### src/rtl/lcb_pkg.sv
package lcb_pkg;

	// request kinds
	typedef enum logic [2:0] {
		ACT_TICK     = 3'd0,
		ACT_SET_MODE = 3'd1,
		ACT_SET_ALT  = 3'd2,
		ACT_VOTE     = 3'd3,
		ACT_RESOLVE  = 3'd4
	} action_t;

	// channel modes, pair membership is internal only
	typedef enum logic [2:0] {
		MODE_OFF  = 3'd0,
		MODE_ON   = 3'd1,
		MODE_FAST = 3'd2,
		MODE_SLOW = 3'd3,
		MODE_PAIR = 3'd4
	} mode_t;

	// configuration register indexes
	typedef enum logic [1:0] {
		CFG_FAST   = 2'd0,
		CFG_SLOW   = 2'd1,
		CFG_ON_CHK = 2'd2,
		CFG_ALT    = 2'd3
	} cfg_idx_t;

	localparam logic [1:0]  NO_ERROR   = 2'd2;
	localparam logic [1:0]  ERR_CRIT   = 2'd0;
	localparam logic [31:0] FOREVER    = 32'hFFFF_FFFF;
	localparam logic [7:0]  VOTE_MAX   = 8'hFF;
	localparam logic [15:0] FAST_RESET = 16'd100;
	localparam logic [15:0] SLOW_RESET = 16'd500;
	localparam logic [15:0] ON_RESET   = 16'd100;
	localparam logic [15:0] ALT_RESET  = 16'd500;

	typedef struct packed {
		logic [15:0] fast_half;
		logic [15:0] slow_half;
		logic [15:0] on_check;
		logic [15:0] alt_half;
	} cfg_t;

	typedef struct packed {
		action_t     action;
		logic [1:0]  channel;
		logic [1:0]  partner;
		logic [1:0]  mode;
		logic [31:0] duration_ms;
		logic        error_type;
	} item_t;

	typedef struct packed {
		logic [3:0] led_levels;
		logic       alternate_active;
		logic [1:0] channel_error;
	} result_t;

	// a zero period acts as one
	function automatic logic [15:0] nz(input logic [15:0] p);
		return (p == 16'd0) ? 16'd1 : p;
	endfunction

	// reload value for a mode, zero stops the countdown
	function automatic logic [15:0] mode_period(input mode_t m, input cfg_t cfg);
		logic [15:0] p;
		case (m)
			MODE_ON:   p = nz(cfg.on_check);
			MODE_FAST: p = nz(cfg.fast_half);
			MODE_SLOW: p = nz(cfg.slow_half);
			default:   p = 16'd0;
		endcase
		return p;
	endfunction

endpackage

### src/rtl/lcb_core.sv
module lcb_core #(
	parameter int CHANNELS    = 4,
	parameter int ERROR_KINDS = 2
) (
	input  logic            clk,
	input  logic            arst_n,
	input  logic            go,
	input  lcb_pkg::item_t  item,
	input  lcb_pkg::cfg_t   cfg,
	output lcb_pkg::result_t result
);
	import lcb_pkg::*;

	mode_t       mode_q   [CHANNELS];
	logic        level_q  [CHANNELS];
	logic [15:0] cd_q     [CHANNELS];
	logic [31:0] el_q     [CHANNELS];
	logic [31:0] dur_q    [CHANNELS];
	logic [1:0]  aerr_q   [CHANNELS];
	logic [7:0]  votes_q  [CHANNELS][ERROR_KINDS];
	logic [1:0]  pfirst_q, psecond_q;
	logic        pphase_q, prun_q;
	logic [15:0] pcd_q;

	mode_t       n_mode   [CHANNELS];
	logic        n_level  [CHANNELS];
	logic [15:0] n_cd     [CHANNELS];
	logic [31:0] n_el     [CHANNELS];
	logic [31:0] n_dur    [CHANNELS];
	logic [1:0]  n_aerr   [CHANNELS];
	logic [7:0]  n_votes  [CHANNELS][ERROR_KINDS];
	logic [1:0]  n_pfirst, n_psecond;
	logic        n_pphase, n_prun;
	logic [15:0] n_pcd;

	// next state for the registered item
	always_comb begin
		logic  ch_ok, pt_ok, a_pair, b_pair, ch_pair, ch_err, expired, eval, found;
		mode_t new_mode;
		logic [1:0] now;
		logic [7:0] v;
		n_mode    = mode_q;
		n_level   = level_q;
		n_cd      = cd_q;
		n_el      = el_q;
		n_dur     = dur_q;
		n_aerr    = aerr_q;
		n_votes   = votes_q;
		n_pfirst  = pfirst_q;
		n_psecond = psecond_q;
		n_pphase  = pphase_q;
		n_prun    = prun_q;
		n_pcd     = pcd_q;
		ch_ok     = int'(item.channel) < CHANNELS;
		pt_ok     = int'(item.partner) < CHANNELS;
		new_mode  = mode_t'({1'b0, item.mode});
		a_pair    = 1'b0;
		b_pair    = 1'b0;
		ch_err    = 1'b0;
		expired   = 1'b0;
		eval      = 1'b0;
		found     = 1'b0;
		now       = NO_ERROR;
		v         = 8'd0;
		for (int c = 0; c < CHANNELS; c++) begin
			if (int'(item.channel) == c) begin
				a_pair = (mode_q[c] == MODE_PAIR);
				ch_err = (aerr_q[c] != NO_ERROR);
			end
			if (int'(item.partner) == c) begin
				b_pair = (mode_q[c] == MODE_PAIR);
			end
		end
		ch_pair = a_pair;

		case (item.action)
			// one millisecond: every channel, then the pair
			ACT_TICK: begin
				for (int c = 0; c < CHANNELS; c++) begin
					if (el_q[c] != FOREVER) begin
						n_el[c] = el_q[c] + 32'd1;
					end
					if (cd_q[c] != 16'd0) begin
						n_cd[c] = cd_q[c] - 16'd1;
						if (cd_q[c] == 16'd1) begin
							expired = (dur_q[c] != FOREVER) && (n_el[c] >= dur_q[c]);
							if (aerr_q[c] != NO_ERROR) begin
								n_level[c] = ~level_q[c];
								n_cd[c]    = mode_period(mode_q[c], cfg);
							end else if (expired) begin
								n_cd[c]    = 16'd0;
								n_level[c] = 1'b0;
								n_mode[c]  = MODE_OFF;
							end else begin
								if (mode_q[c] == MODE_FAST || mode_q[c] == MODE_SLOW) begin
									n_level[c] = ~level_q[c];
								end
								n_cd[c] = mode_period(mode_q[c], cfg);
							end
						end
					end
				end
				if (prun_q && pcd_q != 16'd0) begin
					n_pcd = pcd_q - 16'd1;
					if (pcd_q == 16'd1) begin
						n_pphase = ~pphase_q;
						for (int c = 0; c < CHANNELS; c++) begin
							if (int'(pfirst_q) == c) begin
								n_level[c] = ~pphase_q;
							end
							if (int'(psecond_q) == c) begin
								n_level[c] = pphase_q;
							end
						end
						n_pcd = nz(cfg.alt_half);
					end
				end
			end

			// mode change, breaks the pair if the channel is in it
			ACT_SET_MODE: begin
				if (ch_ok) begin
					if (ch_pair) begin
						n_prun = 1'b0;
						n_pcd  = 16'd0;
					end
					for (int c = 0; c < CHANNELS; c++) begin
						if (ch_pair && (int'(pfirst_q) == c || int'(psecond_q) == c
								|| int'(item.channel) == c)) begin
							n_mode[c]  = MODE_OFF;
							n_level[c] = 1'b0;
						end
						if (int'(item.channel) == c && !ch_err) begin
							n_mode[c] = new_mode;
							if (new_mode == MODE_OFF) begin
								n_cd[c]    = 16'd0;
								n_level[c] = 1'b0;
							end else begin
								n_dur[c] = item.duration_ms;
								n_el[c]  = 32'd0;
								n_cd[c]  = mode_period(new_mode, cfg);
								if (new_mode == MODE_ON) begin
									n_level[c] = 1'b1;
								end
							end
						end
					end
				end
			end

			// new alternating pair
			ACT_SET_ALT: begin
				if (ch_ok && pt_ok && item.channel != item.partner && !(a_pair && b_pair)) begin
					for (int c = 0; c < CHANNELS; c++) begin
						if (prun_q && (int'(pfirst_q) == c || int'(psecond_q) == c)
								&& int'(item.channel) != c && int'(item.partner) != c
								&& mode_q[c] == MODE_PAIR) begin
							n_mode[c]  = MODE_OFF;
							n_level[c] = 1'b0;
						end
						if (int'(item.channel) == c) begin
							n_mode[c]  = MODE_PAIR;
							n_cd[c]    = 16'd0;
							n_level[c] = 1'b1;
						end
						if (int'(item.partner) == c) begin
							n_mode[c]  = MODE_PAIR;
							n_cd[c]    = 16'd0;
							n_level[c] = 1'b0;
						end
					end
					n_pfirst  = item.channel;
					n_psecond = item.partner;
					n_pphase  = 1'b1;
					n_prun    = 1'b1;
					n_pcd     = nz(cfg.alt_half);
				end
			end

			// vote or resolve, re-evaluate on a change to or from zero
			ACT_VOTE, ACT_RESOLVE: begin
				if (ch_ok) begin
					for (int c = 0; c < CHANNELS; c++) begin
						if (int'(item.channel) == c) begin
							for (int k = 0; k < ERROR_KINDS; k++) begin
								if (int'(item.error_type) == k) begin
									v = votes_q[c][k];
									if (item.action == ACT_VOTE) begin
										if (v != VOTE_MAX) begin
											n_votes[c][k] = v + 8'd1;
											eval = (v == 8'd0);
										end
									end else if (v != 8'd0) begin
										n_votes[c][k] = v - 8'd1;
										eval = (v == 8'd1);
									end
								end
							end
							for (int k = 0; k < ERROR_KINDS; k++) begin
								if (k < 2 && !found && n_votes[c][k] != 8'd0) begin
									now   = 2'(k);
									found = 1'b1;
								end
							end
							if (eval && now != aerr_q[c]) begin
								n_cd[c] = 16'd0;
								if (now != NO_ERROR) begin
									n_aerr[c] = now;
									n_mode[c] = (now == ERR_CRIT) ? MODE_FAST : MODE_SLOW;
									n_cd[c]   = mode_period(n_mode[c], cfg);
								end else begin
									n_aerr[c] = NO_ERROR;
									if (dur_q[c] != 32'd0) begin
										n_el[c] = 32'd0;
										n_cd[c] = mode_period(mode_q[c], cfg);
									end else begin
										n_level[c] = 1'b0;
									end
								end
							end
						end
					end
				end
			end

			default: begin
			end
		endcase
	end

	// result from the updated state
	always_comb begin
		result = '0;
		result.alternate_active = n_prun;
		result.channel_error    = NO_ERROR;
		for (int c = 0; c < CHANNELS; c++) begin
			if (c < 4) begin
				result.led_levels[c] = n_level[c];
			end
			if (int'(item.channel) == c) begin
				result.channel_error = n_aerr[c];
			end
		end
	end

	// channel and pair state
	always_ff @(posedge clk or negedge arst_n) begin
		if (!arst_n) begin
			for (int c = 0; c < CHANNELS; c++) begin
				mode_q[c]  <= MODE_OFF;
				level_q[c] <= 1'b0;
				cd_q[c]    <= 16'd0;
				el_q[c]    <= 32'd0;
				dur_q[c]   <= 32'd0;
				aerr_q[c]  <= NO_ERROR;
				for (int k = 0; k < ERROR_KINDS; k++) begin
					votes_q[c][k] <= 8'd0;
				end
			end
			pfirst_q  <= 2'd0;
			psecond_q <= 2'd0;
			pphase_q  <= 1'b0;
			prun_q    <= 1'b0;
			pcd_q     <= 16'd0;
		end else if (go) begin
			mode_q    <= n_mode;
			level_q   <= n_level;
			cd_q      <= n_cd;
			el_q      <= n_el;
			dur_q     <= n_dur;
			aerr_q    <= n_aerr;
			votes_q   <= n_votes;
			pfirst_q  <= n_pfirst;
			psecond_q <= n_psecond;
			pphase_q  <= n_pphase;
			prun_q    <= n_prun;
			pcd_q     <= n_pcd;
		end
	end

endmodule

### src/rtl/led_channel_blink_controller_unit.sv
// channel   direction  signals                       request
// s         in         s_tvalid s_tready s_tdata s_tuser  one tick or command
// m         out        m_tvalid m_tready m_tdata     LED levels and status
// cfg       in         cfg_we cfg_index cfg_wdata    one period register write
//
// one request per cycle sustained while m_tready takes each result; a request
// passes the input register, then the state update into the result register
// all channels update in parallel in one pass
// arst_n clears all channel, vote and pair state and loads the period defaults
// a stalled result holds the result register; the input register keeps taking
// requests as long as it can move on into the result register
module led_channel_blink_controller_unit #(
	parameter int CHANNELS    = 4,
	parameter int ERROR_KINDS = 2
) (
	input  logic        clk,
	input  logic        arst_n,
	input  logic        s_tvalid,
	output logic        s_tready,
	// channel[1:0] partner[3:2] mode[5:4] duration_ms[37:6] error_type[38], zero fill
	input  logic [39:0] s_tdata,
	// action[2:0]
	input  logic [2:0]  s_tuser,
	output logic        m_tvalid,
	input  logic        m_tready,
	// led_levels[3:0] alternate_active[4] channel_error[6:5], zero fill
	output logic [7:0]  m_tdata,
	input  logic        cfg_we,
	input  logic [1:0]  cfg_index,
	input  logic [15:0] cfg_wdata
);
	import lcb_pkg::*;

	cfg_t    cfg_q;
	item_t   item_s1;
	logic    valid_s1;
	result_t res_q;
	logic    out_valid_q;
	result_t res_next;
	logic    advance;
	logic    go;

	assign advance  = !out_valid_q || m_tready;
	assign go       = valid_s1 && advance;
	assign s_tready = !valid_s1 || advance;
	assign m_tvalid = out_valid_q;
	assign m_tdata  = {1'b0, res_q.channel_error, res_q.alternate_active, res_q.led_levels};

	// period registers
	always_ff @(posedge clk or negedge arst_n) begin
		if (!arst_n) begin
			cfg_q.fast_half <= FAST_RESET;
			cfg_q.slow_half <= SLOW_RESET;
			cfg_q.on_check  <= ON_RESET;
			cfg_q.alt_half  <= ALT_RESET;
		end else if (cfg_we) begin
			case (cfg_idx_t'(cfg_index))
				CFG_FAST:   cfg_q.fast_half <= cfg_wdata;
				CFG_SLOW:   cfg_q.slow_half <= cfg_wdata;
				CFG_ON_CHK: cfg_q.on_check  <= cfg_wdata;
				CFG_ALT:    cfg_q.alt_half  <= cfg_wdata;
				default: begin
				end
			endcase
		end
	end

	// input register
	always_ff @(posedge clk or negedge arst_n) begin
		if (!arst_n) begin
			valid_s1 <= 1'b0;
		end else if (s_tready) begin
			valid_s1 <= s_tvalid;
		end
	end

	always_ff @(posedge clk) begin
		if (s_tvalid && s_tready) begin
			item_s1.action      <= action_t'(s_tuser);
			item_s1.channel     <= s_tdata[1:0];
			item_s1.partner     <= s_tdata[3:2];
			item_s1.mode        <= s_tdata[5:4];
			item_s1.duration_ms <= s_tdata[37:6];
			item_s1.error_type  <= s_tdata[38];
		end
	end

	lcb_core #(
		.CHANNELS    (CHANNELS),
		.ERROR_KINDS (ERROR_KINDS)
	) u_core (
		.clk    (clk),
		.arst_n (arst_n),
		.go     (go),
		.item   (item_s1),
		.cfg    (cfg_q),
		.result (res_next)
	);

	// result register
	always_ff @(posedge clk or negedge arst_n) begin
		if (!arst_n) begin
			out_valid_q <= 1'b0;
		end else if (advance) begin
			out_valid_q <= valid_s1;
		end
	end

	always_ff @(posedge clk) begin
		if (go) begin
			res_q <= res_next;
		end
	end

endmodule
### config.mk
export PLATFORM = sky130hd
export DESIGN_NAME = led_channel_blink_controller_unit
export DESIGN_NICKNAME = d
export VERILOG_FILES = /design/src/rtl/lcb_pkg.sv /design/src/rtl/lcb_core.sv /design/src/rtl/led_channel_blink_controller_unit.sv
export SDC_FILE = /design/constraint.sdc
export NUM_CORES = 2
export LEC_CHECK = 0
export BUFFER_PORTS_ARGS = -buffer_cell sky130_fd_sc_hd__buf_4
export CAP_MARGIN = 20
export CORE_UTILIZATION = 40
export DETAILED_ROUTE_END_ITERATION = 12
export SLEW_MARGIN = 10
export SYNTH_ARGS = -nofsm -noshare
export SYNTH_HDL_FRONTEND = slang
export SYNTH_SLANG_ARGS = --single-unit
### constraint.sdc
create_clock -name clk -period 6.7 [get_ports clk]
set_input_delay 1.005 -clock clk [delete_from_list [all_inputs] [get_ports clk]]
set_output_delay 1.005 -clock clk [all_outputs]
set_load 0.02 [all_outputs]
==> metrics.txt <==
status completed; Die Wd 319 um; Routed Antenna Nets 0; Reg area 0.0139 mm2; Die Y 319 um; die area 0.101 mm2; critical path class register to register; Final #Nets 4905; worst-margin pin slew 1.22 ns; Setup Skew 0.0265 ns; vias per inst 6.19; TritonCTS sink count 545; syn nets 5013; Post-synth EDFFs 49; P&R area growth vs syn 10.1%; Post-CTS Hold Fix Bufs 0; Vias 37200; dpl cells 5881; CP arrival 6.53 ns; Distinct cells, synth 110; GRT overflow 0; commonest cells after routing, fill and taps aside nand2_1, dfrtp_1, o21ai_0; CTS buffer count 70; pwr/cell area 297 mW/mm2; Max Slew Vio Count 0; RSZ-0062 raised after global routing no; drt drc 0; Startpoint Class register; commonest register cell after synthesis dfrtp_1; warnings from Yosys 0; Final Hold Vio Count 0; ys async rst share 91.0%; Initial Util 40.6%; initial antenna violation count 1; core region area 0.0989 mm2; Bufs on Longest Clock Path 3; pin count of the biggest net entering global routing 149; DR iter-0 viols 4058; post-DR wirelength/cell 22.8 um; final WL 137000 um; #FFs+latches synth 545; Final Setup Violations 0; # rows 115; GRT Total Usage 26.5%; worst skew pair latency 0.65 ns; CTS H-tree depth 3; PortBufs 73; Slew headroom 17.9%; placer congestion estimate 0.950; Max Cap Violations 0; Crit. End Element register; maximum vdd drop 0.190 mV; FMAX 168 MHz; Leakage Power 0.0190 uW; Worst EP required 7.28 ns; TNS Setup 0 ns; number of global-route vias before repair 34817; Avg Cell Area, Syn 8.39 um2; crit share post-route 88.9%; Fill cells 9649; detailed-router iteration count before antenna repair 7; Root Driver clkbuf_16; Post-Syn Instances 4776; non-filler cells, final 6008; first-pass GRT wire length 212000 um; Hold Crit Class input pin to asynchronous set/reset pin; register clock-pin slew on the reported worst setup and hold paths 0.06 ns; Seq/Total Area, Yosys 34.7%; CTS tree done; Tmin final 5.96 ns; cell area after synthesis 0.0401 mm2; HPWL after DPL 95800 um; post_cts resized 0; Multi-input gate area 0.0240 mm2; most common cell after layout, fill and taps aside nand2_1; crit-path max FO 9; share of cells above drive strength 1 11.9%; setup bufs post-CTS 0; IO Pins 76
[layout make-up]
class,count,share of cell area [%]
diodes,1,0.00567
repair buffers,161,2.96
clock inverters,30,1.06
clock buffers,94,4.52
multi-input cells,3672,54.4
inverters,218,1.85
flip-flops and latches,545,31.5
well taps,1287,3.65
[report_power, final]
group	total (uW)	switching [uW]	internal [uW]
registers	4830	984	3850
logic	4150	2400	1750
clock network	4110	1630	2490
total	13100	5010	8090
[synth_stat cells (15+ instances only)]
master    instances  area [um2]
o22ai_1          31         194
nor2_1          350        1310
mux2i_1          53         531
nor2b_1          36         225
a21o_1           56         420
or3_1            28         175
dfstp_2          22         578
a211oi_1         41         308
and2_1           34         213
edfxtp_1         49        1470
nor3b_1          16         120
o211ai_1         53         398
dfrtp_1         474       11900
a41o_1           24         240
xnor2_1         136        1190
o221ai_1         27         236
o21ai_1          15        75.1
a221oi_1         20         175
nor4_1           96         601
a22o_1           60         526
a21oi_1         254        1270
and3_1           51         319
ha_1            171        2140
nand2b_1         33         206
clkbuf_1        272        1020
or4_1            17         128
a31oi_1          55         344
nand3_1         152         761
mux2_2          192        2160
a22oi_1          49         368
o21ai_0         463        2320
a211o_1          16         140
buf_1            19        71.3
nor3_1           93         465
o21a_1           32         240
buf_2            36         180
nand2_1         518        1940
nand4_1         128         801
xor2_1           59         517
o31ai_1          66         495
and4_1           29         254
inv_1           212         796
[logic make-up after synthesis]
family,share of synthesized area [%]
other,0.00935
DFF,34.7
xor gates and xnor gates,4.26
AOI/OAI and AO/OA,22.7
and+or+nand+nor,20.3
muxes,7.11
adders and majority gates,5.34
buffers and inverters,5.57
[worst max-delay path, cell delays in order, from the launching register on]
cell	delay, ns
dfrtp_1	0.44
ha_1	0.27
nand3_1	0.10
nor3_1	0.11
nand4b_1	0.11
buf_4	0.16
nand4_1	0.25
nor3_1	0.58
nand2_1	0.17
nor2_1	0.33
nand4_1	0.21
xnor2_1	0.33
ha_1	0.31
a21o_1	0.17
a21o_1	0.17
a21o_1	0.16
a21o_1	0.17
a211o_1	0.29
o211ai_1	0.11
o211ai_1	0.17
a21oi_1	0.18
buf_4	0.18
a32oi_1	0.07
nor2_1	0.46
a211o_1	0.24
mux2_4	0.14
[sequential cells by signal (all words and copies together), names as in the netlist]
register,cells
u_core.cd_q,64
u_core.pphase_q,1
u_core.mode_q,12
u_core.el_q,128
cfg_q,64
item_s1,42
u_core.psecond_q,2
u_core.pcd_q,16
u_core.prun_q,1
u_core.pfirst_q,2
u_core.level_q,4
valid_s1,1
u_core.votes_q,64
u_core.aerr_q,8
u_core.dur_q,128
m_tvalid,1
m_tdata,7
[worst paths after layout]
check                           cells after the start  slack, ns                             end                        start
min in group clk                                    1       0.47     u_core.el_q[82]$_DFFE_PN0P_  u_core.el_q[82]$_DFFE_PN0P_
worst max register to register                     25       0.74     u_core.cd_q[12]$_DFFE_PN0P_   u_core.el_q[0]$_DFFE_PN0P_
worst min register to register                      1       0.47     u_core.el_q[82]$_DFFE_PN0P_  u_core.el_q[82]$_DFFE_PN0P_
max in group asynchronous                           2       4.90           cfg_q[17]$_DFFE_PN0P_                       arst_n
worst min-delay path                                1       0.41  u_core.votes_q[43]$_DFFE_PN0P_                       arst_n
worst max-delay path                               25       0.74     u_core.cd_q[12]$_DFFE_PN0P_   u_core.el_q[0]$_DFFE_PN0P_
[routing by layer]
layer	track usage, %	vias to the layer above	part of all wire, %	wire length, um
met5	0	-	0	0
met4	8.85	0	3.2	4420
met3	5.07	293	8.0	10900
met2	40.0	1520	44	59600
met1	37.7	18016	45	62100
li1	-	17371	-	-
[through the flow]
step	hold slack [ns]	instance area [um2]	total power [uW]	worst slack, ns	util (%)
6_report	0.408	44100	13100	0.743	44.6
5_1_grt	0.479	44100	13800	0.341	44.6
4_1_cts	0.441	44100	13100	0.775	44.6
3_5_place_dp	0.460	41600	8900	0.816	42.1
3_3_place_gp	0.463	41600	8840	0.873	42.1
2_1_floorplan	0.438	40100	7610	1.54	-
Note: power is estimated with default switching activity, not from simulation.
